==> src/rtl/repeated_symbol_combiner_assert.svh <==
// Assertion macros shared by the combiner RTL.
// Needs a clock named clk and an active-low reset named arst_n in scope.
`ifndef REPEATED_SYMBOL_COMBINER_ASSERT_SVH
`define REPEATED_SYMBOL_COMBINER_ASSERT_SVH
`ifndef SYNTHESIS
// property that must hold at every clock edge out of reset
`define RSC_ASSERT(lbl, prop) \
	lbl: assert property (@(posedge clk) disable iff (!arst_n) prop) \
		else $error("rsc assertion failed");
// condition that must never be seen out of reset
`define RSC_NEVER(lbl, cond) \
	lbl: assert property (@(posedge clk) disable iff (!arst_n) !(cond)) \
		else $error("rsc forbidden condition seen");
`else
`define RSC_ASSERT(lbl, prop)
`define RSC_NEVER(lbl, cond)
`endif
`endif

==> src/rtl/rsc_pkg.sv <==
// Shared constants and types for the repeated symbol combiner.
// No dependencies; used by every module of the block.
`timescale 1ns / 1ps
package rsc_pkg;
	localparam int NUM_SYMBOLS = 108;
	localparam int SAMPLE_W    = 16;
	localparam int ACC_W       = SAMPLE_W + 3;   // room for eight repeats
	localparam int IDX_W       = 7;
	localparam int FIFO_DEPTH  = 4;
	localparam int FIFO_AW     = 2;
	localparam int CFG_W       = 2;

	// register indexes on the configuration port
	localparam logic REG_TRANS_MODE  = 1'b0;
	localparam logic REG_DOUBLE_BAND = 1'b1;

	// transmission mode with two lanes and 54 groups
	localparam logic [1:0] MODE_2 = 2'd1;

	localparam logic [5:0] GROUPS_NARROW = 6'd54;
	localparam logic [5:0] GROUPS_WIDE   = 6'd27;

	// one classified sample, front to back
	typedef struct packed {
		logic signed [SAMPLE_W-1:0] re;
		logic signed [SAMPLE_W-1:0] im;
		logic [IDX_W-1:0]           idx;
		logic                       first;   // overwrite instead of add
		logic                       emit;    // last repeat, produce average
		logic                       shift3;  // eight repeats
		logic                       last;    // final symbol of subframe
	} rsc_item_t;
endpackage

==> src/rtl/rsc_fifo.sv <==
// Short queue that decouples the classifier from the accumulator back end.
// Depends on rsc_pkg and the assertion macro header.
`timescale 1ns / 1ps
`include "repeated_symbol_combiner_assert.svh"
module rsc_fifo import rsc_pkg::*; (
	input  logic      clk,
	input  logic      arst_n,
	input  logic      wr_en,
	input  rsc_item_t wr_item,
	output logic      full,
	input  logic      rd_en,
	output rsc_item_t rd_item,
	output logic      not_empty
);
	rsc_item_t            mem_q [FIFO_DEPTH];
	logic [FIFO_AW-1:0]   wr_ptr_q, rd_ptr_q;
	logic [FIFO_AW:0]     count_q;

	assign full      = (count_q == (FIFO_AW+1)'(FIFO_DEPTH));
	assign not_empty = (count_q != '0);
	assign rd_item   = mem_q[rd_ptr_q];

	// storage, no reset needed
	always_ff @(posedge clk) begin
		if (wr_en) begin
			mem_q[wr_ptr_q] <= wr_item;
		end
	end

	// pointers and fill level
	always_ff @(posedge clk or negedge arst_n) begin
		if (!arst_n) begin
			wr_ptr_q <= '0;
			rd_ptr_q <= '0;
			count_q  <= '0;
		end else begin
			if (wr_en) wr_ptr_q <= wr_ptr_q + 1'b1;
			if (rd_en) rd_ptr_q <= rd_ptr_q + 1'b1;
			count_q <= count_q + (FIFO_AW+1)'(wr_en) - (FIFO_AW+1)'(rd_en);
		end
	end

	`RSC_ASSERT(a_count_bound, count_q <= (FIFO_AW+1)'(FIFO_DEPTH))
	`RSC_NEVER(a_read_empty, rd_en && !not_empty)
endmodule

==> config.mk <==
export PLATFORM = sky130hd
export DESIGN_NAME = rsc_fifo
export DESIGN_NICKNAME = d
export VERILOG_FILES = /design/src/rtl/rsc_pkg.sv /design/src/rtl/rsc_fifo.sv
export VERILOG_INCLUDE_DIRS = /design/src /design/src/rtl
export SDC_FILE = /design/constraint.sdc
export NUM_CORES = 1
export LEC_CHECK = 0
export ABC_CLOCK_PERIOD_IN_PS = 2100
export BUFFER_PORTS_ARGS = -buffer_cell sky130_fd_sc_hd__buf_2
export CAP_MARGIN = 10
export CORE_ASPECT_RATIO = 1.1
export CORE_MARGIN = 2
export CORE_UTILIZATION = 33
export CTS_BUF_LIST = sky130_fd_sc_hd__clkbuf_16
export CTS_CLUSTER_DIAMETER = 100
export DETAILED_ROUTE_END_ITERATION = 7
export PLACE_DENSITY = 0.56
export SYNTH_ARGS = -nofsm -noshare
export SYNTH_HDL_FRONTEND = slang
export SYNTH_SLANG_ARGS = --single-unit
==> constraint.sdc <==
create_clock -name clk -period 2.1 [get_ports clk]
set_input_delay 0.42 -clock clk [delete_from_list [all_inputs] [get_ports clk]]
set_output_delay 0.42 -clock clk [all_outputs]
set_load 0.01 [all_outputs]
Yosys cells after proc, flatten, opt, wreduce, memory -nomap -nowiden
Memory sizes are Yosys's and may differ from the RTL's.
Cells that the tools add are included.
{"block": "totals", "out_inout_bits": 45, "elab_cells": 12, "memories": 1, "latchBits": 0, "regBits": 7, "romBits": 0, "ram_bits": 172}
{"name": "mem_q", "words": 4, "width": 43, "read_ports": 1, "rd_ports_with_merged_regs": 0, "write_ports": 1, "line_no": "rsc_fifo.sv:15", "source": "rsc_item_t mem_q [FIFO_DEPTH];"}
{"block": "op_classes", "addsub": 4, "n_mul": 0, "muxes": 2, "n_eq_ne": 1, "shifts": 0, "bitwise_logic": 0, "magnitude_cmp": 0, "n_reduce_logical": 1, "div_mod_pow": 0}
{"op": "adder 2 x 1 -> 2 bit (second input constant)", "n": 2}
{"op": "adder 3 x 1 -> 3 bit", "n": 1}
{"op": "== test 3 bit (second input constant)", "n": 1}
{"op": "nonzero test 3 bit", "n": 1}
{"op": "subtractor 3 x 1 -> 3 bit", "n": 1}
{"op": "two-way mux 1 bit", "n": 2}

Longest topological paths before layout
Gate-level depths: netlist of run 1.
{"block": "logic_depth", "ltp_word": 2, "mapped_depth": 6, "mapped_depth_nobuf": 6}

Worst setup path after synthesis of run 1
OpenSTA, ideal clock, no wires.
{"block": "synth_timing", "path_kind": "flip-flop to flip-flop", "start": "reg wr_ptr_q[0]", "end": "mem mem_q[0][0] in the netlist's numbering (enable)", "setup_time_ps": 405, "stages_incl_launch_ff": 4, "arrival_ps": 1656, "setup_slack_ps": 39, "period_less_slack_ps": 2061, "path_cell_list": "dfrtp_1 -> inv_1 -> ha_1 -> and2_1"}
{"item": "start, declared", "line_no": "rsc_fifo.sv:16", "source": "logic [FIFO_AW-1:0] wr_ptr_q, rd_ptr_q;"}
{"item": "start signal, assigned", "line_no": "rsc_fifo.sv:37", "source": "if (wr_en) wr_ptr_q <= wr_ptr_q + 1'b1;"}
{"item": "end, declared", "line_no": "rsc_fifo.sv:15"}
Straight into the memory's write port.

==> impl_results.md, run 1 <==
* Die Height at 153 microns
* WL/cell at 19.9 microns
* DRT antenna net count at 0
* Status: finished, violations left
* Synth Instances at 259
* Row count at 54
* Synth top area share at 77.6%
* Place WS at 255 ps
* Crit start category: register
* Maximum VDD drop at 0.000721 V
* Core Area at 19,800 sq um
* DR iter-0 viols at 123
* Layout area overhead at 23.9%
* Layout cell share with drive strength beyond 1 at 47.6%
* CTS sink count at 179
* Hold_sp: wr_item[27]
* Synthesized area at 6660 sq um
* Synth unique cells at 17
* Number of synthesized register bits at 179
* Final instance area at 8250 sq um
* Initial antenna violation count at 1
* Final Hold Vio Count at 0
* Clock buffer count from CTS at 17
* Clk Latency, worst-skew pair at 420 ps
* H-tree Lvls at 4
* Fmax at 0.445 GHz
* Pre-antenna DRT Iters at 4
* Post-DP Area at 7490 sq um
* Vias at 2,993
* Clock root cell: clkbuf_16
* CP Capture Point: rd_item[33]
* Crit path capture type: output port
* Seq/Total Area, Yosys at 80.2%
* CTS tree: done
* Final setup vio count at 43
* Clock Path Buffers at 2
* Final net count at 430
* Failing checks: setup timing
* Syn nets at 313
* CP Data Required Time at 1680 ps
* Clock transition at the registers of the reported paths at 70 ps
* Final min period at 2250 ps
* Synth top area cells: edfxtp_1 (78%), mux4_2 (13%), dfrtp_1 (2.6%)
* Number of global-route vias before repair at 3,443
* Largest net degree at the start of global routing at 44
* Synth area leader: edfxtp_1
* Vias per cell at 4.66
* Fin. max-slew vios at 0
* First-pass GRT wire length at 19.9 mm
* Setup WS post-layout at -146 ps
* Routability congestion estimate from global placement at 0.667
* Worst hold slack at 210 ps
* Num ports at 92
* Placed wire-length estimate at 7.90 mm
* Most common library cell in the layout ignoring fill and taps: edfxtp_1
* R2R Path End: mem_q[1][23]
* Synthesized area per cell at 25.7 sq um
* CP arrival at 1830 ps
* Power, Total at 0.0117 W
* IO buf count at 91
* Kind of critical path: reg -> out
* RSZ-0062 raised after global routing: true
* Total wire length at 12.8 mm
* Crit path max fanout at 15
* Final cycle utilization of the critical path at 107%
* Gr usage total at 12.7%
* Worst slew pin tran at 415 ps
* Die width at 139 microns
* DRC violations left at 0
* Cell area power density at 1420 nW/um^2
* Setup Skew at 9.74 ps
* Finished Core Util at 41.7%
* Leakage Power at 2.87 nW
* Crit path from: rd_ptr_q[0]
* Total of max-cap violations at 0
* Worst r2r path cells at 4
* Synth warn at 0
* Total global routing overflow at 0
* Tightest Hold Check Type: in -> reg
* Most frequent cells in the layout: edfxtp_1 (172), buf_2 (64), mux4_2 (42)
* Reg2reg start: wr_ptr_q[1]
* Fillcell total at 1,761
* Flop2flop setup slack at 480 ps
* Rel. slew slack at 72.3%
* Starting Density at 33.6%
* Die ar. at 21,300 sq um
## worst min-delay path by stage
stage | endpoint | slack (ps) | cells after the start
2_1_floorplan | count_q[0] | 120 | 0
3_5_place_dp | count_q[1] | 280 | 1
5_1_grt | mem_q[2][27] | 190 | 1
3_3_place_gp | count_q[1] | 280 | 1
6_report | mem_q[0][27] | 210 | 1
4_1_cts | mem_q[2][27] | 190 | 1
## cells by family (layout without fill, tap and decap cells)
group / after synthesis / in the layout / synth area share, %
compound gates: 1 / 1 / 0.0751
fa+ha+maj: 7 / 7 / 1.43
flops: 179 / 179 / 80.2
xor+xnor: 5 / 5 / 0.658
mux: 43 / 43 / 14.8
buf+inv: 16 / 146 / 2.09
other cells: 0 / 1 / 0
simple gates: 8 / 8 / 0.677
## synth_stat cells (all sizes together)
cell type and instances:
edfxtp 172, mux4 43, buf 10, dfrtp 7, ha 6, inv 6
and2 4, xor2 3, nand2 2, xnor2 2, and3 1, fa 1
o21ai 1, or3 1
## routing by layer
| layer | up-vias | GRT usage, % | wire [microns] |
|---|---|---|---|
| met2 | 75 | 21.8 | 6660 |
| met4 | 0 | 4.47 | 215 |
| li1 | 1328 | - | - |
| met1 | 1571 | 14.9 | 5270 |
| met5 | - | 0 | 0 |
| met3 | 19 | 4.23 | 655 |
## state kept, by name, summed over array words and instances (netlist names)
signal / flops
count_q: 3
mem_q: 172
rd_ptr_q: 2
wr_ptr_q: 2
## stage by stage
stage	setup TNS (ps)	instances
floorplan	0	259
global placement	0	606
detailed placement	0	606
CTS	-5970	641
global route	-6460	641
finish	-3240	642
## cell type report
type	count	area [sq um]	share of cell area [%]
well taps	252	315	3.82
clock buffers	17	425	5.16
clock inverters	15	133	1.61
inverters	6	22.5	0.273
diodes	1	2.50	0.0303
multi-input cells	64	1170	14.1
flip-flops and latches	179	5350	64.8
repair buffers	108	837	10.2
## power breakdown
group          leakage, nW  internal, W  total, W  switching, W
clock network        0.278      0.00165   0.00299       0.00135
registers             1.66      0.00468   0.00488      0.000191
logic                0.931      0.00201   0.00383       0.00182
## critical path, cell delays in order, from the launching register on
cell	delay (ps)
dfrtp_4	490
buf_12	200
mux4_2	570
buf_6	150
## what timing repair did
item                       4_1_cts  5_1_grt
hold buffers                     1        0
setup buffers                    1        1
resized for setup               23       11
setup endpoints to repair       43       43
gates cloned                     1        0
hold endpoints to repair         7        0
Note: power is estimated with default switching activity, not from simulation.
==> run 2, diff against run 1 <==
Settings changed: CORE_MARGIN 2 to unset, PLACE_DENSITY 0.56 to 0.57.
==> impl_results.md, run 2 (synthesis results as in run 1) <==
* Status: finished, violations left
* Failing checks: setup timing
* CP arrival at 1840 ps (about the same)
* Final min period at 2260 ps (+11.4 ps)
* CTS tree: done
* Top Registers: mem_q (172), count_q (3)
* Logic pwr share at 33.7% (+1.0 points)
* # diodes at 0 (-1)
* Power share of the sequential group at 40.6% (-1.1 points)
* Non-filler cells, final at 638 (-0.62%)
* Hold Crit Depth at 1 (unchanged)
* Largest net degree at the start of global routing at 44 (unchanged)
* Rel. slew slack at 78.0% (+5.6 points)
* DRT antenna net count at 0 (unchanged)
* Clk pwr share at 25.7% (about the same)
* Kind of critical path: reg -> out
* Final setup vio count at 43 (unchanged)
* Fin. max-slew vios at 0 (unchanged)
* Layout cell share with drive strength beyond 1 at 47.7% (+0.11 points)
* Vias per cell at 4.64 (-0.42%)
* Die Height at 151 microns (-1.3%)
* Die ar. at 20,700 sq um (-2.7%)
* Net switching power at 0.00337 W (+0.40%)
* Setup Skew at 14.5 ps (+4.79 ps)
* Top reg by flops: mem_q
* Final net count at 427 (-0.70%)
* Placed wire-length estimate at 6.74 mm (-15%)
* Row count at 54 (unchanged)
* Cell area power density at 1440 nW/um^2 (+1.6%)
* Total of max-cap violations at 0 (unchanged)
* Maximum VDD drop at 0.000696 V (-3.5%)
* Clock Path Buffers at 2 (unchanged)
* Num ports at 92 (unchanged)
* WL/cell at 19.0 microns (-4.9%)
* Place WS at 264 ps (+8.34 ps)
* Crit start category: register
* Crit path capture type: output port
* Power, Total at 0.0120 W (+2.8%)
* Worst r2r path cells at 6 (+2)
* Worst hold slack at 198 ps (-12.4 ps)
* Routability congestion estimate from global placement at 0.621 (-6.9%)
* CTS sink count at 179 (unchanged)
* Sw Ratio at 28.0% (-0.66 points)
* Clock transition at the registers of the reported paths at 70 ps (about the same)
* Clock buffer count from CTS at 17 (unchanged)
* Starting Density at 33.6% (unchanged)
* Setup WS post-layout at -158 ps (-11.4 ps)
* Vias at 2,962 (-1.0%)
* Fmax at 0.443 GHz (-0.50%)
* Crit path max fanout at 5 (-10)
* Total wire length at 12.1 mm (-5.5%)
* H-tree Lvls at 4 (unchanged)
* Max reg flops at 172 (unchanged)
* IO buf count at 91 (unchanged)
* Final Hold Vio Count at 0 (unchanged)
* Core Area at 19,800 sq um (unchanged)
* RSZ-0062 raised after global routing: true
* Total global routing overflow at 0 (unchanged)
* First-pass GRT wire length at 18.7 mm (-5.8%)
* DP Cell Count at 600 (-0.99%)
* Most frequent cells in the layout: edfxtp_1 (172), buf_2 (60), mux4_2 (43)
* Clock root cell: clkbuf_16
* DR iter-0 viols at 101 (-18%)
* Worst slew pin tran at 331 ps (-84.2 ps)
* Final cycle utilization of the critical path at 108% (+0.54 points)
* Tightest Hold Check Type: in -> reg
* DRC violations left at 0 (unchanged)
* Post-route setup TNS at -4790 ps (-1550 ps)
* CP Data Required Time at 1680 ps (about the same)
* Layout area overhead at 25.3%
* Initial antenna violation count at 0 (-1)
* Most common library cell in the layout ignoring fill and taps: edfxtp_1
* Int Pwr at 0.00865 W (+3.7%)
* Number of global-route vias before repair at 3,351 (-2.7%)
* Pre-antenna DRT Iters at 4 (unchanged)
* Leakage Power at 2.89 nW (+0.55%)
* Die width at 137 microns (-1.4%)
* Gr usage total at 12.9% (+0.21 points)
* Clk Latency, worst-skew pair at 420 ps (about the same)
* Fillcell total at 1,725 (-2.0%)
-- run 2: changes by cell type in the layout (fill, tap and decap cells not counted), moves of 2 or more --
cell / delta
buf_12: +2
buf_16: +3
inv_6: -2
buf_6: +4
buf_4: -7
inv_1: -2
buf_2: -4
-- run 2: worst max-delay path, stage by stage (launching register included) --
cell and delay, ps:
dfrtp_4 500, buf_12 150, buf_16 120, mux4_2 500, buf_6 140
-- run 2: worst paths after layout --
path	startpoint	endpoint	slack, ps
max	rd_ptr_q[0]	rd_item[31]	-160
min	wr_item[27]	mem_q[1][27]	200
max reg2reg	count_q[0]	count_q[2]	580
min reg2reg	wr_ptr_q[0]	wr_ptr_q[0]	530
max in group asynchronous	arst_n	rd_ptr_q[0]	1550
min in group asynchronous	arst_n	count_q[1]	370
-- run 2: metal layers --
layer  global-route usage [%]  wire [microns]  vias to the layer above
met5                        0               0                        -
met4                     5.11             165                        0
met3                     4.08             572                       10
met2                     22.4            6440                       71
met1                     14.7            4920                     1555
li1                         -               -                     1326
-- run 2: final cells by class --
type	count	area, sq um	share of cell area [%]
clock inverter	15	154	1.84
clock buffer	17	425	5.10
sequential	179	5350	64.1
tap	252	315	3.78
inverter	6	22.5	0.270
timing repair buffer	105	917	11.0
multi-input combinational	64	1160	13.9
-- run 2: per-stage QoR --
step           util (%)  area, sq um
2_1_floorplan         -         6660
3_3_place_gp       37.7         7470
3_5_place_dp       37.7         7470
4_1_cts            41.8         8270
5_1_grt            42.1         8340
6_report           42.1         8340
-- run 2: power groups by stage --
stage          Combinational, W  Clock, W  Sequential [W]
4_1_cts                 0.00400   0.00319         0.00489
6_report                0.00405   0.00309         0.00488
3_3_place_gp            0.00332         0         0.00490
2_1_floorplan           0.00223         0         0.00488
3_5_place_dp            0.00338         0         0.00495
5_1_grt                 0.00442   0.00333         0.00494
-- run 2: what timing repair did --
| item | CTS | global route |
|---|---|---|
| hold endpoints to repair | 7 | 0 |
| buffers inserted | 3 | 0 |
| resized for setup | 24 | 16 |
| endpoints found under the setup margin | 43 | 43 |
| cloned | 3 | 0 |
| hold buffers | 1 | 0 |
