<file path="config.mk">
export PLATFORM = sky130hd
export DESIGN_NAME = rsc_front
export DESIGN_NICKNAME = d
export VERILOG_FILES = /design/src/rtl/rsc_pkg.sv /design/src/rtl/rsc_front.sv
export VERILOG_INCLUDE_DIRS = /design/src /design/src/rtl
export SDC_FILE = /design/constraint.sdc
export NUM_CORES = 1
export LEC_CHECK = 0
export CORE_MARGIN = 3
export CORE_UTILIZATION = 50
export CTS_BUF_LIST = sky130_fd_sc_hd__clkbuf_8
export DETAILED_ROUTE_END_ITERATION = 8
export DONT_BUFFER_PORTS = 1
export SETUP_SLACK_MARGIN = 0.15
export SKIP_LAST_GASP = 1
export SLEW_MARGIN = 10
export SYNTH_ARGS = -nofsm -noshare
export SYNTH_HDL_FRONTEND = slang
export SYNTH_SLANG_ARGS = --single-unit
</file>
<file path="constraint.sdc">
create_clock -name clk -period 8.39 [get_ports clk]
set_clock_uncertainty 0.2 [all_clocks]
set_input_delay 1.2585 -clock clk [delete_from_list [all_inputs] [get_ports clk]]
set_output_delay 1.2585 -clock clk [all_outputs]
set_load 0.01 [all_outputs]
</file>
<file path="src/rtl/repeated_symbol_combiner_assert.svh">
// Assertion macros shared by the combiner RTL.
// Needs a clock named clk and an active-low reset named arst_n in scope.
`ifndef REPEATED_SYMBOL_COMBINER_ASSERT_SVH
`define REPEATED_SYMBOL_COMBINER_ASSERT_SVH
`ifndef SYNTHESIS
// property that must hold at every clock edge out of reset
`define RSC_ASSERT(lbl, prop) \
	lbl: assert property (@(posedge clk) disable iff (!arst_n) prop) \
		else $error("rsc assertion failed");
// condition that must never be seen out of reset
`define RSC_NEVER(lbl, cond) \
	lbl: assert property (@(posedge clk) disable iff (!arst_n) !(cond)) \
		else $error("rsc forbidden condition seen");
`else
`define RSC_ASSERT(lbl, prop)
`define RSC_NEVER(lbl, cond)
`endif
`endif

</file>
<file path="src/rtl/rsc_pkg.sv">
// Shared constants and types for the repeated symbol combiner.
// No dependencies; used by every module of the block.
`timescale 1ns / 1ps
package rsc_pkg;
	localparam int NUM_SYMBOLS = 108;
	localparam int SAMPLE_W    = 16;
	localparam int ACC_W       = SAMPLE_W + 3;   // room for eight repeats
	localparam int IDX_W       = 7;
	localparam int FIFO_DEPTH  = 4;
	localparam int FIFO_AW     = 2;
	localparam int CFG_W       = 2;

	// register indexes on the configuration port
	localparam logic REG_TRANS_MODE  = 1'b0;
	localparam logic REG_DOUBLE_BAND = 1'b1;

	// transmission mode with two lanes and 54 groups
	localparam logic [1:0] MODE_2 = 2'd1;

	localparam logic [5:0] GROUPS_NARROW = 6'd54;
	localparam logic [5:0] GROUPS_WIDE   = 6'd27;

	// one classified sample, front to back
	typedef struct packed {
		logic signed [SAMPLE_W-1:0] re;
		logic signed [SAMPLE_W-1:0] im;
		logic [IDX_W-1:0]           idx;
		logic                       first;   // overwrite instead of add
		logic                       emit;    // last repeat, produce average
		logic                       shift3;  // eight repeats
		logic                       last;    // final symbol of subframe
	} rsc_item_t;
endpackage

</file>
<file path="src/rtl/rsc_front.sv">
// Front end: configuration registers, subframe position counters, classification.
// Depends on rsc_pkg and the assertion macro header.
`timescale 1ns / 1ps
`include "repeated_symbol_combiner_assert.svh"
module rsc_front import rsc_pkg::*; (
	input  logic                       clk,
	input  logic                       arst_n,
	input  logic                       cfg_we,
	input  logic                       cfg_index,
	input  logic [CFG_W-1:0]           cfg_data,
	input  logic                       push,
	input  logic signed [SAMPLE_W-1:0] sample_re,
	input  logic signed [SAMPLE_W-1:0] sample_im,
	input  logic                       frame_start,
	input  logic                       q_full,
	output logic                       enq,
	output rsc_item_t                  enq_item
);
	logic [1:0] trans_mode_q;
	logic       double_band_q;
	logic [1:0] lane_q, slot_q;
	logic [5:0] group_q;
	logic       half_q;

	logic       accept;
	logic [1:0] lane_c, slot_c, lane_n, slot_n;
	logic [5:0] group_c, group_n, groups;
	logic       half_c, mode2, in_range, lane_wrap, slot_wrap, group_wrap;
	logic [7:0] idx_w;

	// configuration registers
	always_ff @(posedge clk or negedge arst_n) begin
		if (!arst_n) begin
			trans_mode_q  <= '0;
			double_band_q <= 1'b0;
		end else if (cfg_we) begin
			unique case (cfg_index)
				REG_TRANS_MODE:  trans_mode_q  <= cfg_data;
				REG_DOUBLE_BAND: double_band_q <= cfg_data[0];
				default: ;
			endcase
		end
	end

	assign accept = push && !q_full;
	assign mode2  = (trans_mode_q == MODE_2);
	assign groups = mode2 ? GROUPS_NARROW : GROUPS_WIDE;

	// position of this beat, frame start resyncs to zero
	assign lane_c  = frame_start ? 2'd0 : lane_q;
	assign slot_c  = frame_start ? 2'd0 : slot_q;
	assign group_c = frame_start ? 6'd0 : group_q;
	assign half_c  = frame_start ? 1'b0 : half_q;

	// symbol index = group * lanes + lane
	assign idx_w = (mode2 ? {1'b0, group_c, 1'b0} : {group_c, 2'b00}) + {6'd0, lane_c};
	assign in_range = (!mode2 || lane_c < 2'd2) && (double_band_q || slot_c < 2'd2) &&
		(group_c < groups) && (idx_w < 8'(NUM_SYMBOLS));

	always_comb begin
		enq_item.re     = sample_re;
		enq_item.im     = sample_im;
		enq_item.idx    = idx_w[IDX_W-1:0];
		enq_item.first  = !half_c && (slot_c == 2'd0);
		enq_item.emit   = half_c && (slot_c == (double_band_q ? 2'd3 : 2'd1));
		enq_item.shift3 = double_band_q;
		enq_item.last   = (idx_w == 8'(NUM_SYMBOLS - 1));
	end
	assign enq = accept && in_range;

	// counter advance: lane, slot, group, half
	assign lane_n     = lane_c + 2'd1;
	assign lane_wrap  = (lane_n == 2'd0) || (mode2 && lane_n >= 2'd2);
	assign slot_n     = slot_c + 2'd1;
	assign slot_wrap  = (slot_n == 2'd0) || (!double_band_q && slot_n >= 2'd2);
	assign group_n    = group_c + 6'd1;
	assign group_wrap = (group_n == 6'd0) || (group_n >= groups);

	always_ff @(posedge clk or negedge arst_n) begin
		if (!arst_n) begin
			lane_q  <= '0;
			slot_q  <= '0;
			group_q <= '0;
			half_q  <= 1'b0;
		end else if (accept) begin
			lane_q  <= lane_wrap ? 2'd0 : lane_n;
			slot_q  <= !lane_wrap ? slot_c : (slot_wrap ? 2'd0 : slot_n);
			group_q <= !(lane_wrap && slot_wrap) ? group_c : (group_wrap ? 6'd0 : group_n);
			half_q  <= (lane_wrap && slot_wrap && group_wrap) ? !half_c : half_c;
		end
	end

	`RSC_ASSERT(a_enq_idx_range, enq |-> (enq_item.idx < IDX_W'(NUM_SYMBOLS)))
	`RSC_ASSERT(a_frame_start_first, (accept && frame_start) |-> enq_item.first)
endmodule

</file>
Word-level counts from Yosys, hierarchy flattened --
Cells that the tools add are included.
Word-level totals: bits in latches 0, bits in read-only memories 0, bits in registers 14, bits in writable memories 0, output and inout port bits 44, bits of input ports 41, logic and storage cells 60, memories 0
Cells by class: multiply operators 0, muxes and demuxes 13, divide/modulo/power cells 0, equal/unequal tests 3, reduce and logical (&&, ||, !) cells 26, bitwise gates (word level) 1, add/sub/neg operators 4, shifts and indexed selects 0, order comparisons 7
Operators by type and width (number):
- two-way mux 6 bit | 4
- two-way mux 2 bit | 6
- logical AND 1 bit | 11
- adder 8 x 2 -> 8 bit | 1
- equality test 8 x 7 -> 1 bit (second input constant) | 1
- < comparator 8 x 7 -> 1 bit (second input constant) | 1
- two-way mux 8 bit | 1
- adder 6 x 1 -> 6 bit (second input constant) | 1
- >= comparator 6 bit | 1
- logical NOT 2 bit | 3
- logical NOT 6 bit | 1
- < comparator 6 bit | 1
- logical OR 1 bit | 5
- adder 2 x 1 -> 2 bit (second input constant) | 2
- >= comparator 2 bit (second input constant) | 2
- logical NOT 1 bit | 4
- < comparator 2 bit (second input constant) | 2
- AND reduction 2 bit | 2
- equality test 2 x 1 -> 1 bit (second input constant) | 1
- equality test 2 bit | 1
- two-way mux 1 bit | 2
- NOT 1 bit | 1

Longest topological paths before layout --
Gate-level depths: netlist of the first run.
depth after elaboration 8, depth in mapped cells 13, gate-level depth less buffers 12

Worst setup path after synthesis of the first run --
No wires, ideal clock.
kind input to output, start input frame_start, end output enq_item[0] (netlist bit), data required time 6.931 ns, slack 3.582 ns, buffers on the path 1, arrival 3.349 ns, stages 12, cell sequence buf_2 -> inv_1 -> nand2_1 -> inv_1 -> ha_1 -> ha_1 -> ha_1 -> nand2_1 -> o22a_1 -> o21ai_0 -> nand3b_1 -> nor3_1
RTL lines:
- start, declared | line rsc_front.sv:14 | input logic frame_start,
- end, declared | line rsc_front.sv:17 | output rsc_item_t enq_item

==> results of run 1 <==
## per-layer routing
metal	global-route usage	wire, um	share of wire	vias up
li1	-	-	-	627
met1	0.244	1580	0.41	597
met2	0.286	1630	0.42	52
met3	0.0492	329	0.086	59
met4	0.154	301	0.078	0
met5	0	0	0	-
## registers in the layout, summed over array words and instances (netlist names)
name / count
slot_q: 2
double_band_q: 1
trans_mode_q: 2
group_q: 6
half_q: 1
lane_q: 2
## final cells by class
class / instances / area (sq um)
well taps: 44 / 55.1
fillers: 311 / 1650
inverters: 12 / 45.0
flip-flops and latches: 14 / 350
clock buffers: 4 / 55.1
multi-input cells: 142 / 973
## metrics by stage
| stage | cells | instance area, sq um |
|---|---|---|
| after CTS | 216 | 1480 |
| after detailed placement | 212 | 1420 |
| after floorplan | 211 | 1680 |
| after global routing | 216 | 1480 |
| final | 216 | 1480 |
| after global placement | 212 | 1420 |
## layout by cell type, fill, tap and decap left out, types with 4 or more instances in the layout
cell / synthesis / final
ha_1: 14 / 14
inv_1: 12 / 12
nand2_1: 27 / 27
o21ai_0: 14 / 14
dfrtp_1: 14 / 14
nand2b_1: 6 / 6
nor2b_1: 7 / 7
nor2_1: 6 / 6
nor3_1: 4 / 4
a21oi_1: 8 / 8
clkbuf_8: 0 / 4
nand3_1: 7 / 7
## worst min-delay path by stage
stage / from / to / slack (ns)
final: slot_q[0] / slot_q[0] / 0.30
after global routing: slot_q[0] / slot_q[0] / 0.33
after CTS: trans_mode_q[1] / trans_mode_q[1] / 0.30
after detailed placement: slot_q[1] / slot_q[1] / 0.29
after global placement: slot_q[1] / slot_q[1] / 0.28
after floorplan: slot_q[1] / slot_q[1] / 0.25
## worst register-to-register path, cell delays in order, from the launching register on
cell	delay (ns)
dfrtp_1	0.33
nand2b_1	0.54
inv_1	0.40
ha_1	0.33
a311oi_1	0.38
o41ai_4	0.15
nor3_1	0.26
and2_1	0.22
a32o_1	0.16
## Yosys cell counts, drive strengths merged, types with 3 or more instances
library cell   n  share of area
a21oi          8          0.024
a22o           3          0.016
dfrtp         14           0.21
ha            14           0.10
inv           12          0.027
xor2           3          0.016
nor3           4          0.012
nand2         27          0.060
buf           40           0.18
nor2           6          0.013
mux2           3          0.020
clkbuf         3         0.0067
nand4          3          0.011
nand2b         6          0.022
nand3          7          0.021
nor2b          7          0.026
o21ai         14          0.042
## kinds of logic (layout without fill, tap and decap cells)
family                   Yosys count  count (layout)
AO/OA/AOI/OAI                     47              47
XOR/XNOR                           5               5
adder cells (fa/ha/maj)           15              15
buffers and inverters             55              16
flip-flops                        14              14
multiplexers                       3               3
AND/OR/NAND/NOR                   72              72
## where the power goes
| part | internal (mW) | leakage, nW | switching [mW] |
|---|---|---|---|
| logic | 0.0192 | 0.458 | 0.0317 |
| clock network | 0.0416 | 0.0288 | 0.0244 |
| registers | 0.0748 | 0.180 | 0.00867 |
==> impl_results.md, run 1 <==
* Setup bufs post-CTS at 0
* Crit path max-delay cell type: o21ai_0
* 1st-iter DRT viols at 146
* CTS Hold Bufs at 0
* Post-DP HPWL at between 2000 and 3000 um
* Cells on Worst Hold Path at 1
* Max Cap Viol at 0
* H-tree Lvls at 1
* Worst Setup Slack, final at 3.36 ns
* NumNets Final at roughly 230
* Number of synthesized flops with an enable pin at 0
* WHS at 0.295 ns
* Setup_tns at 0 ns
* Clock Path Buffers at 2
* Avg Synthesized Cell Area at about 8.0 sq um
* Peak supply drop at a little over 0.08 mV
* CTS tree: done
* Register area share after synthesis at 0.209
* Most frequent CP cell: ha_1
* Post-route ant nets at 0
* Final Setup Violations at 0
* Vias/cell at 6.18
* # diodes at 0
* Die Wd at around 64 um
* CP Cell Sequence: inv_1 > nand2_1 > inv_1 > ha_1 > ha_1 > ha_1 > nand2_1 > o22a_1 > o21ai_0 > nand3b_1 > nor3_1
* Worst-path clk slew at 0.06 ns
* Mapped Area at 0.00168 sq mm
* Initial antenna violation count at 0
* Num rows at 20
* Gr usage total at 0.196
* Clk Latency, worst-skew pair at 0.25 ns
* Worst r2r dst: group_q[2]
* Num CTS Buffers at 3
* Critical path arrival at about 3.6 ns
* Final worst path period need at 5.03 ns
* Avg WL per Cell at approximately 18 um
* Die height at ~64 um
* Slew Viols, Final at 0
* Sum of buffers and inverters on the critical path at 2
* CP required at between 6 and 7 ns
* Routability cong. at between 0.9 and 1
* Max Clock Freq at roughly 200 MHz
* CP endpoint kind: output port
* Post-synth net total at between 200 and 300
* Vias in the first global route at ~1.3k
* R2R cell count at 8
* PD cells at around 140 mW/mm^2
* WP depth at 11
* Total congestion overflow at 0
* Final cycle utilization of the critical path at 0.599
* Adder-cell share of the synthesized area at 0.110
* Worst hold path type: reg -> reg
* Finished Core Util at 0.473
* Reg2reg start: trans_mode_q[1]
* I/O Pins at 85
* Clock tree root driver cell: clkbuf_8
* Clock sinks at 14
* Setup CP Type: in -> out
* Slew Limit Headroom at 0.555
* Post-CTS sizing at 0
* WL final at 3840 um
* R2R Setup Slk at around 5.4 ns
* Largest family of logic cells by synthesized area: simple AND/OR/NAND/NOR gates
* CP endpoint: enq_item[0]
* Worst-Margin Slew at 0.667 ns
* Post-synth ARST share at 1.00
* Worst setup SP type: input pin
* Xor-xnor portion of the synthesized cell area at 0.0261
* Crit path max fanout at 22
* Synth Instances at about 210
* Post-synth cell types at 48
* Slowest stage delay, CP at approximately 0.46 ns
* Port Buffers at 0
* #FFs+latches synth at 14
* Simple-gate share of the synthesized area at 0.216
* Status: completed
* Synth Area in Compound Gates at 0.207
* Remaining routing DRC violations at 0
* Synth Warn # at 0
* CP Launch Point: frame_start
* Largest net degree at the start of global routing at 23
* Die area at ~0.004 sq mm
* CP delay by family, top: simple AND/OR/NAND/NOR gates
* Layout cell share with drive strength beyond 1 at 0.0756
* P&R area growth vs syn at -11.9%
* Vias after detailed routing at approximately 1.3k
* P_leak at 0.667 nW
* Final hold violation count at 0
* Power, Total at 0.200 mW
* Mux cell area share after synthesis at 0.0201
* Starting density of the core at 0.536
* Core area at between 0.003 and 0.004 sq mm
* Unrepaired setup endpoints after global routing: false
* Top FF cell, synth: dfrtp_1
* First-pass GRT wire length at around 6300 um
* First-pass detailed-route iteration total at 4
* Pre-CTS WS at between 3 and 4 ns
Note: power is estimated with default switching activity, not from simulation.
==> inputs of run 2 (changes only) <==
--- a/config.mk
+++ b/config.mk
@@ -6,6 +6,7 @@
 export SDC_FILE = /design/constraint.sdc
 export NUM_CORES = 1
 export LEC_CHECK = 0
+export ABC_AREA = 1
 export CORE_MARGIN = 3
 export CORE_UTILIZATION = 50
 export CTS_BUF_LIST = sky130_fd_sc_hd__clkbuf_8
==> constraint.sdc (replaced) <==
create_clock -name clk -period 5.07 [get_ports clk]
set_clock_uncertainty 0.2 [all_clocks]
set_input_delay 0.7605 -clock clk [delete_from_list [all_inputs] [get_ports clk]]
set_output_delay 0.7605 -clock clk [all_outputs]
set_load 0.01 [all_outputs]
==> run 2 against run 1 <==
  * Final area is 13% higher
  * Combinational power rose to 3.0 times the previous value
  * Sequential share of layout area shrank 2.7 points
  * Global-route usage decreased by 2.2 points
  * First-iteration DRC count shrank 67%
  * Utilization increased by 1.2 points
  * Largest cell class unchanged
  * Largest power group is now combinational logic
==> impl_results.md, run 2 <==
* Status: completed (unchanged)
* R2R cell count at 15 (was 8)
* Worst setup SP type: input pin (unchanged)
* Core area at 0.00344 sq mm (was 0.00313 sq mm)
* Slew Limit Headroom at 0.735 (was 0.555)
* Starting density of the core at 0.535 (was 0.536)
* Largest register by flop count: group_q (unchanged)
* CP required at 4.11 ns (was 6.93 ns)
* Clock tree root driver cell: clkbuf_8 (unchanged)
* Register area share after synthesis at 0.190 (was 0.209)
* H-tree Lvls at 1 (unchanged)
* Clock Path Buffers at 2 (unchanged)
* Avg Synthesized Cell Area at 6.95 sq um (was 7.95 sq um)
* Post-CTS sizing at 0 (unchanged)
* Clock sinks at 14 (unchanged)
* Slowest stage delay, CP at 0.26 ns (was 0.46 ns)
* Synth Area in Compound Gates at 0.115 (was 0.207)
* # diodes at 0 (unchanged)
* WL final at 3630 um (was 3840 um)
* P&R area growth vs syn at -9.25% (was -11.9%)
* Synth top area share at 0.190 (was 0.209)
* Mapped Area at 0.00184 sq mm (was 0.00168 sq mm)
* Unrepaired setup endpoints after global routing: false (unchanged)
* Worst-Margin Slew at 0.394 ns (was 0.667 ns)
* Top FF cell, synth: dfrtp_1 (unchanged)
* CTS Hold Bufs at 0 (unchanged)
* Adder-cell share of the synthesized area at 0.0952 (was 0.110)
* Final Setup Violations at 0 (unchanged)
* Worst hold path type: in -> async (was reg -> reg)
* Synth Instances at 265 (was 211)
* Post-synth net total at 320 (was 266)
* Cell taking the most area after synthesis: dfrtp_1 (unchanged)
* CTS tree: done (unchanged)
* CP endpoint kind: output port (unchanged)
* Worst-path clk slew at 0.06 ns (about the same)
* Post-synth cell types at 33 (was 48)
* Footprint of the multi-input gates at 0.00105 sq mm (was 973 sq um)
* Setup bufs post-CTS at 0 (unchanged)
* Post-DP HPWL at 2920 um (about the same)
* Num rows at 21 (was 20)
* Clk Latency, worst-skew pair at 0.24 ns (was 0.25 ns)
* Vias/cell at 5.13 (was 6.18)
* Die Wd at 66.7 um (was 63.9 um)
* PD cells at 241 mW/mm^2 (was 136 mW/mm^2)
* I/O Pins at 85 (unchanged)
* Critical path arrival at 2.35 ns (was 3.57 ns)
* Fill cells at 375 (was 311)
* Xor-xnor portion of the synthesized cell area at 0.0143 (was 0.0261)
* Final hold violation count at 0 (unchanged)
* Number of flip-flops in the largest register at 6 (unchanged)
* Crit path max-delay cell type: ha_1 (was o21ai_0)
* Synth Warn # at 0 (unchanged)
* CP Cell Sequence: inv_4 > nand2_4 > inv_1 > ha_1 > ha_1 > ha_1 > xor2_1 > inv_1 > nand4_1 > nor3_2 (was inv_1 > nand2_1 > inv_1 > ha_1 > ha_1 > ha_1 > nand2_1 > o22a_1 > o21ai_0 > nand3b_1 > nor3_1)
* Largest net degree at the start of global routing at 18 (was 23)
* Avg WL per Cell at 13.0 um (was 17.8 um)
* Sequential standard cell area at 350 sq um (unchanged)
* Port Buffers at 0 (unchanged)
* Crit path max fanout at 11 (was 22)
* Vias after detailed routing at 1430 (was 1335)
* Remaining routing DRC violations at 0 (unchanged)
* Total congestion overflow at 0 (unchanged)
* Max Cap Viol at 0 (unchanged)
* Setup CP Type: in -> out (unchanged)
* Layout Cells excl Fill at 279 (was 216)
* Pre-CTS WS at 1.76 ns (was 3.37 ns)
* Number of synthesized flops with an enable pin at 0 (unchanged)
* Mux cell area share after synthesis at 0 (was 0.0201)
* Peak supply drop at 0.166 mV (was 0.0824 mV)
* Most frequent cell after synthesis: nand2_1 (was buf_4)
* Dominant cells by area after synthesis: dfrtp_1, buf_4, nand2_1, ha_1, inv_1 (was dfrtp_1, buf_4, ha_1, nand2_1, o21ai_0)
* Layout cell share with drive strength beyond 1 at 0.193 (was 0.0756)
* First-pass GRT wire length at 6040 um (was 6320 um)
* Routability cong. at 0.808 (was 0.915)
* NumNets Final at 289 (was 228)
* Most frequent CP cell: ha_1 (unchanged)
* Commonest cells in the synthesized netlist: nand2_1, buf_4, inv_1 (was buf_4, nand2_1, dfrtp_1, ha_1, o21ai_0)
* Max Clock Freq at a little over 300 MHz
* Vias in the first global route at 1321 (was 1273)
* #FFs+latches synth at 14 (unchanged)
* P_leak at 0.866 nW (was 0.667 nW)
* First-pass detailed-route iteration total at 4 (unchanged)
* Worst Setup Slack, final at 1.76 ns (was 3.36 ns)
* Final cycle utilization of the critical path at 0.652
* Final worst path period need at approximately 3.3 ns
* Post-synth ARST share at 1.00 (unchanged)
* Commonest non-fill, non-tap cell in the layout: nand2_1 (unchanged)
* Die height at 66.7 um (was 63.9 um)
* Die area at 0.00444 sq mm (was 0.00409 sq mm)
* Initial antenna violation count at 0 (unchanged)
* DP Cell Count at 275 (was 212)
* Post-route ant nets at 0 (unchanged)
* Slew Viols, Final at 0 (unchanged)
* Largest family of logic cells by synthesized area: simple AND/OR/NAND/NOR gates (unchanged)
* Setup_tns at 0 ns (unchanged)
* Simple-gate share of the synthesized area at 0.348 (was 0.216)
* Finished Core Util at 0.485 (was 0.473)
* Num CTS Buffers at 3 (unchanged)
* 1st-iter DRT viols at 48 (was 146)
* Gr usage total at 0.174 (was 0.196)
* Most frequent cells in the layout: nand2_1, inv_1, nor2_1 (was nand2_1, o21ai_0, ha_1, dfrtp_1, inv_1)
run 2: cell types whose count changed in the layout (fill, tap and decap cells not counted), sizes merged, moves of 3 or more:
cell / before / now
nand2: 27 / 78
inv: 12 / 36
nor2: 6 / 28
nand3: 7 / 15
nor2b: 7 / 0
nand2b: 6 / 0
a22o: 3 / 0
a31oi: 0 / 3
mux2: 3 / 0
nand4: 3 / 6
run 2: where the power goes:
group	total (mW)	switching, mW	internal (mW)	leakage [nW]
clock	0.106	0.0377	0.0686	0.0288
combinational	0.153	0.105	0.0484	0.663
sequential	0.143	0.0151	0.128	0.175
total	0.402	0.157	0.245	0.866
run 2: cell type report:
type	count	area share
Sequential cell	14	0.210
Inverter	37	0.0876
Tap cell	46	0.0345
Multi-Input combinational cell	177	0.631
Clock buffer	4	0.0330
Timing Repair Buffer	1	0.00449
run 2: kinds of logic after synthesis:
group                    count (synthesis)
AO/OA/AOI/OAI                           31
XOR/XNOR                                 3
adder cells (fa/ha/maj)                 14
buffers and inverters                   74
flip-flops                              14
AND/OR/NAND/NOR                        129
run 2: critical path: cells and delay by family:
kind	cells	cell delay (ns)
xor+xnor	1	0.19
fa+ha+maj	3	0.69
buf+inv	3	0.26
simple gates	3	0.45
run 2: final timing paths:
kind / startpoint / endpoint / slack [ns]
worst max-delay path: frame_start / enq_item[0] / 1.76
max in group asynchronous: arst_n / group_q[5] / 4.59
worst min-delay path: arst_n / slot_q[1] / 0.01
worst max register to register: group_q[1] / group_q[2] / 2.51
worst min register to register: slot_q[1] / slot_q[1] / 0.35
min in group clk: slot_q[1] / slot_q[1] / 0.35
run 2: metrics by stage:
step / cell area [sq um] / power, mW / hold WS [ns]
floorplan: 1840 / 0.300 / 0.265
global placement: 1620 / 0.299 / 0.265
detailed placement: 1620 / 0.299 / 0.265
CTS: 1670 / 0.407 / 0.00671
global route: 1670 / 0.433 / 0.000108
finish: 1670 / 0.402 / 0.0114
run 2: per-layer routing:
metal / GRT usage / part of all wire / vias to the layer above
li1: - / - / 746
met3: 0.0253 / 0.047 / 4
met1: 0.253 / 0.50 / 640
met4: 0.0330 / 0.0033 / 0
met5: 0 / 0 / -
met2: 0.274 / 0.45 / 40
==> inputs of run 3 (changes only) <==
--- a/config.mk
+++ b/config.mk
@@ -6,7 +6,7 @@
 export SDC_FILE = /design/constraint.sdc
 export NUM_CORES = 1
 export LEC_CHECK = 0
-export ABC_AREA = 1
+export ABC_AREA = 0
 export CORE_MARGIN = 3
 export CORE_UTILIZATION = 50
 export CTS_BUF_LIST = sky130_fd_sc_hd__clkbuf_8
==> constraint.sdc (replaced) <==
create_clock -name clk -period 3.05 [get_ports clk]
set_clock_uncertainty 0.2 [all_clocks]
set_input_delay 0.4575 -clock clk [delete_from_list [all_inputs] [get_ports clk]]
set_output_delay 0.4575 -clock clk [all_outputs]
set_load 0.01 [all_outputs]
==> run 3 against run 2 <==
  * Critical path depth is the same
  * Via count grew 0.91%
  * Non-clock buffer count increased by 24
  * Final area is 4.0% higher
  * Global-route usage grew 3.3 points
  * Combinational power is 25% higher
  * Sequential share of layout area fell by 0.73 points
  * Critical path type is now reg -> out
  * Highest routed layer unchanged
==> impl_results.md, run 3 (synthesis gave the netlist of run 1 again) <==
* Sw Pwr at 0.193 mW (was 0.157 mW)
* Die area at 0.00409 sq mm (was 0.00444 sq mm)
* Max Clock Freq at between 300 and 400 MHz
* Commonest non-fill, non-tap cell in the layout: nand2_1 (unchanged)
* Post-route ant nets at 0 (unchanged)
* P_leak at 0.794 nW (was 0.866 nW)
* Initial antenna violation count at 0 (unchanged)
* Avg WL per Cell at 17.3 um (was 13.0 um)
* Worst-Margin Slew at 0.663 ns (was 0.394 ns)
* Most frequent cells in the layout: nand2_1, buf_4, dfrtp_1 (was nand2_1, inv_1, nor2_1)
* H-tree Lvls at 1 (unchanged)
* Finished Core Util at 0.555 (was 0.485)
* Largest register by flop count: group_q (unchanged)
* Routability cong. at 0.879 (was 0.808)
* Number of flip-flops in the largest register at 6 (unchanged)
* DP Cell Count at 227 (was 275)
* Critical path arrival at 2.32 ns (was 2.35 ns)
* P&R area growth vs syn at 3.51% (was -9.25%)
* Fill cells at 290 (was 375)
* Sw Share at 0.322 (was 0.391)
* NumNets Final at 253 (was 289)
* CP required at 2.39 ns (was 4.11 ns)
* CTS tree: done (unchanged)
* Setup CP Type: reg -> out (was in -> out)
* Clock sinks at 14 (unchanged)
* Clock tree root driver cell: clkbuf_8 (unchanged)
* Num rows at 20 (was 21)
* Pre-CTS WS at 0.260 ns (was 1.76 ns)
* Max Cap Viol at 0 (unchanged)
* Die height at 63.9 um (was 66.7 um)
* Share of power burned in registers at 0.380 (was 0.355)
* Remaining routing DRC violations at 0 (unchanged)
* Slew Viols, Final at 0 (unchanged)
* Vias in the first global route at 1522 (was 1321)
* CP endpoint kind: output port (unchanged)
* PD cells at 344 mW/mm^2 (was 241 mW/mm^2)
* Vias/cell at 5.99 (was 5.13)
* Internal power at 0.405 mW (was 0.245 mW)
* Port Buffers at 0 (unchanged)
* Worst Setup Slack, final at 0.0690 ns (was 1.76 ns)
* Worst-path clk slew at 0.06 ns (about the same)
* Crit path max fanout at 4 (was 11)
* # diodes at 0 (unchanged)
* Worst setup SP type: flip-flop (was input pin)
* Core area at 0.00313 sq mm (was 0.00344 sq mm)
* Post-DP HPWL at 3130 um (was 2920 um)
* Worst hold path type: in -> reg (was in -> async)
* Status: completed (unchanged)
* Final cycle utilization of the critical path at 0.977
* Layout Cells excl Fill at 241 (was 279)
* Clock Path Buffers at 2 (unchanged)
* Total congestion overflow at 0 (unchanged)
* Gr usage total at 0.208 (was 0.174)
* I/O Pins at 85 (unchanged)
* Slew Limit Headroom at 0.557 (was 0.735)
* Largest net degree at the start of global routing at 23 (was 18)
* Final hold violation count at 0 (unchanged)
* First-pass GRT wire length at 6790 um (was 6040 um)
* Die Wd at 63.9 um (was 66.7 um)
* Unrepaired setup endpoints after global routing: true (was false)
* First-pass detailed-route iteration total at 5 (was 4)
* 1st-iter DRT viols at 103 (was 48)
* Layout cell share with drive strength beyond 1 at 0.249 (was 0.193)
* Gate power share at 0.321 (was 0.380)
* Clock share of power at 0.300 (was 0.264)
* Final worst path period need at a little under 3 ns
* Vias after detailed routing at 1443 (was 1430)
* WL final at 4160 um (was 3630 um)
* Final Setup Violations at 0 (unchanged)
* Clk Latency, worst-skew pair at 0.25 ns (was 0.24 ns)
* Starting density of the core at 0.536 (was 0.535)
* Peak supply drop at 0.243 mV (was 0.166 mV)
* Num CTS Buffers at 3 (unchanged)
## run 3: cell type report
cell class	instances	area, sq um	share of cell area
clock buffer	4	55.1	0.0317
tap	44	55.1	0.0317
multi-input combinational	142	1030	0.594
inverter	12	50.0	0.0288
sequential	14	352	0.202
timing repair buffer	25	194	0.112
## run 3: critical path, stage by stage (launching register included)
cell	delay, ns
dfrtp_1	0.37
nand2b_4	0.16
inv_4	0.07
ha_4	0.13
ha_4	0.14
nand4_1	0.10
or3_1	0.31
and3_1	0.19
o22ai_2	0.17
nand3b_1	0.16
nor3_2	0.28
## run 3: routing by layer
layer | up-vias | global-route usage | part of all wire
met5 | - | 0 | 0
met4 | 0 | 0.178 | 0.069
met3 | 42 | 0.0475 | 0.078
li1 | 679 | - | -
met1 | 664 | 0.221 | 0.39
met2 | 58 | 0.342 | 0.46
## run 3: through the flow
stage	hold slack (ns)	cell area [sq um]	total power, mW	setup TNS, ns
floorplan	-0.0381	1720	0.404	0
global placement	-0.0377	1570	0.392	0
detailed placement	-0.0377	1570	0.396	0
CTS	0.108	1710	0.601	0
global route	0.105	1740	0.640	-0.0906
finish	0.118	1740	0.598	0
## run 3: final timing paths
path                               end  depth (start not counted)             from  slack (ns)
setup reg to reg            group_q[2]                          9       group_q[1]        0.31
hold / removal               lane_q[1]                          1      frame_start        0.12
min in group asynchronous    slot_q[1]                          1           arst_n        0.48
setup / recovery           enq_item[0]                         10  trans_mode_q[1]        0.07
hold reg to reg              slot_q[1]                          2        slot_q[1]        0.29
max in group asynchronous   group_q[0]                          1           arst_n        1.70
## run 3: timing repair
| item | 4_1_cts | 5_1_grt |
|---|---|---|
| hold buffers | 1 | 0 |
| setup endpoints to repair | 2 | 6 |
| hold endpoints to repair | 14 | 0 |
| setup buffers | 5 | 4 |
| pin swaps | 3 | 4 |
| resized for setup | 9 | 1 |
## run 3: power by group through the flow
stage | logic [mW] | clock network, mW | registers [mW]
3_3_place_gp | 0.160 | 0 | 0.231
6_report | 0.192 | 0.179 | 0.227
3_5_place_dp | 0.164 | 0 | 0.232
2_1_floorplan | 0.179 | 0 | 0.225
5_1_grt | 0.214 | 0.196 | 0.230
4_1_cts | 0.188 | 0.187 | 0.227
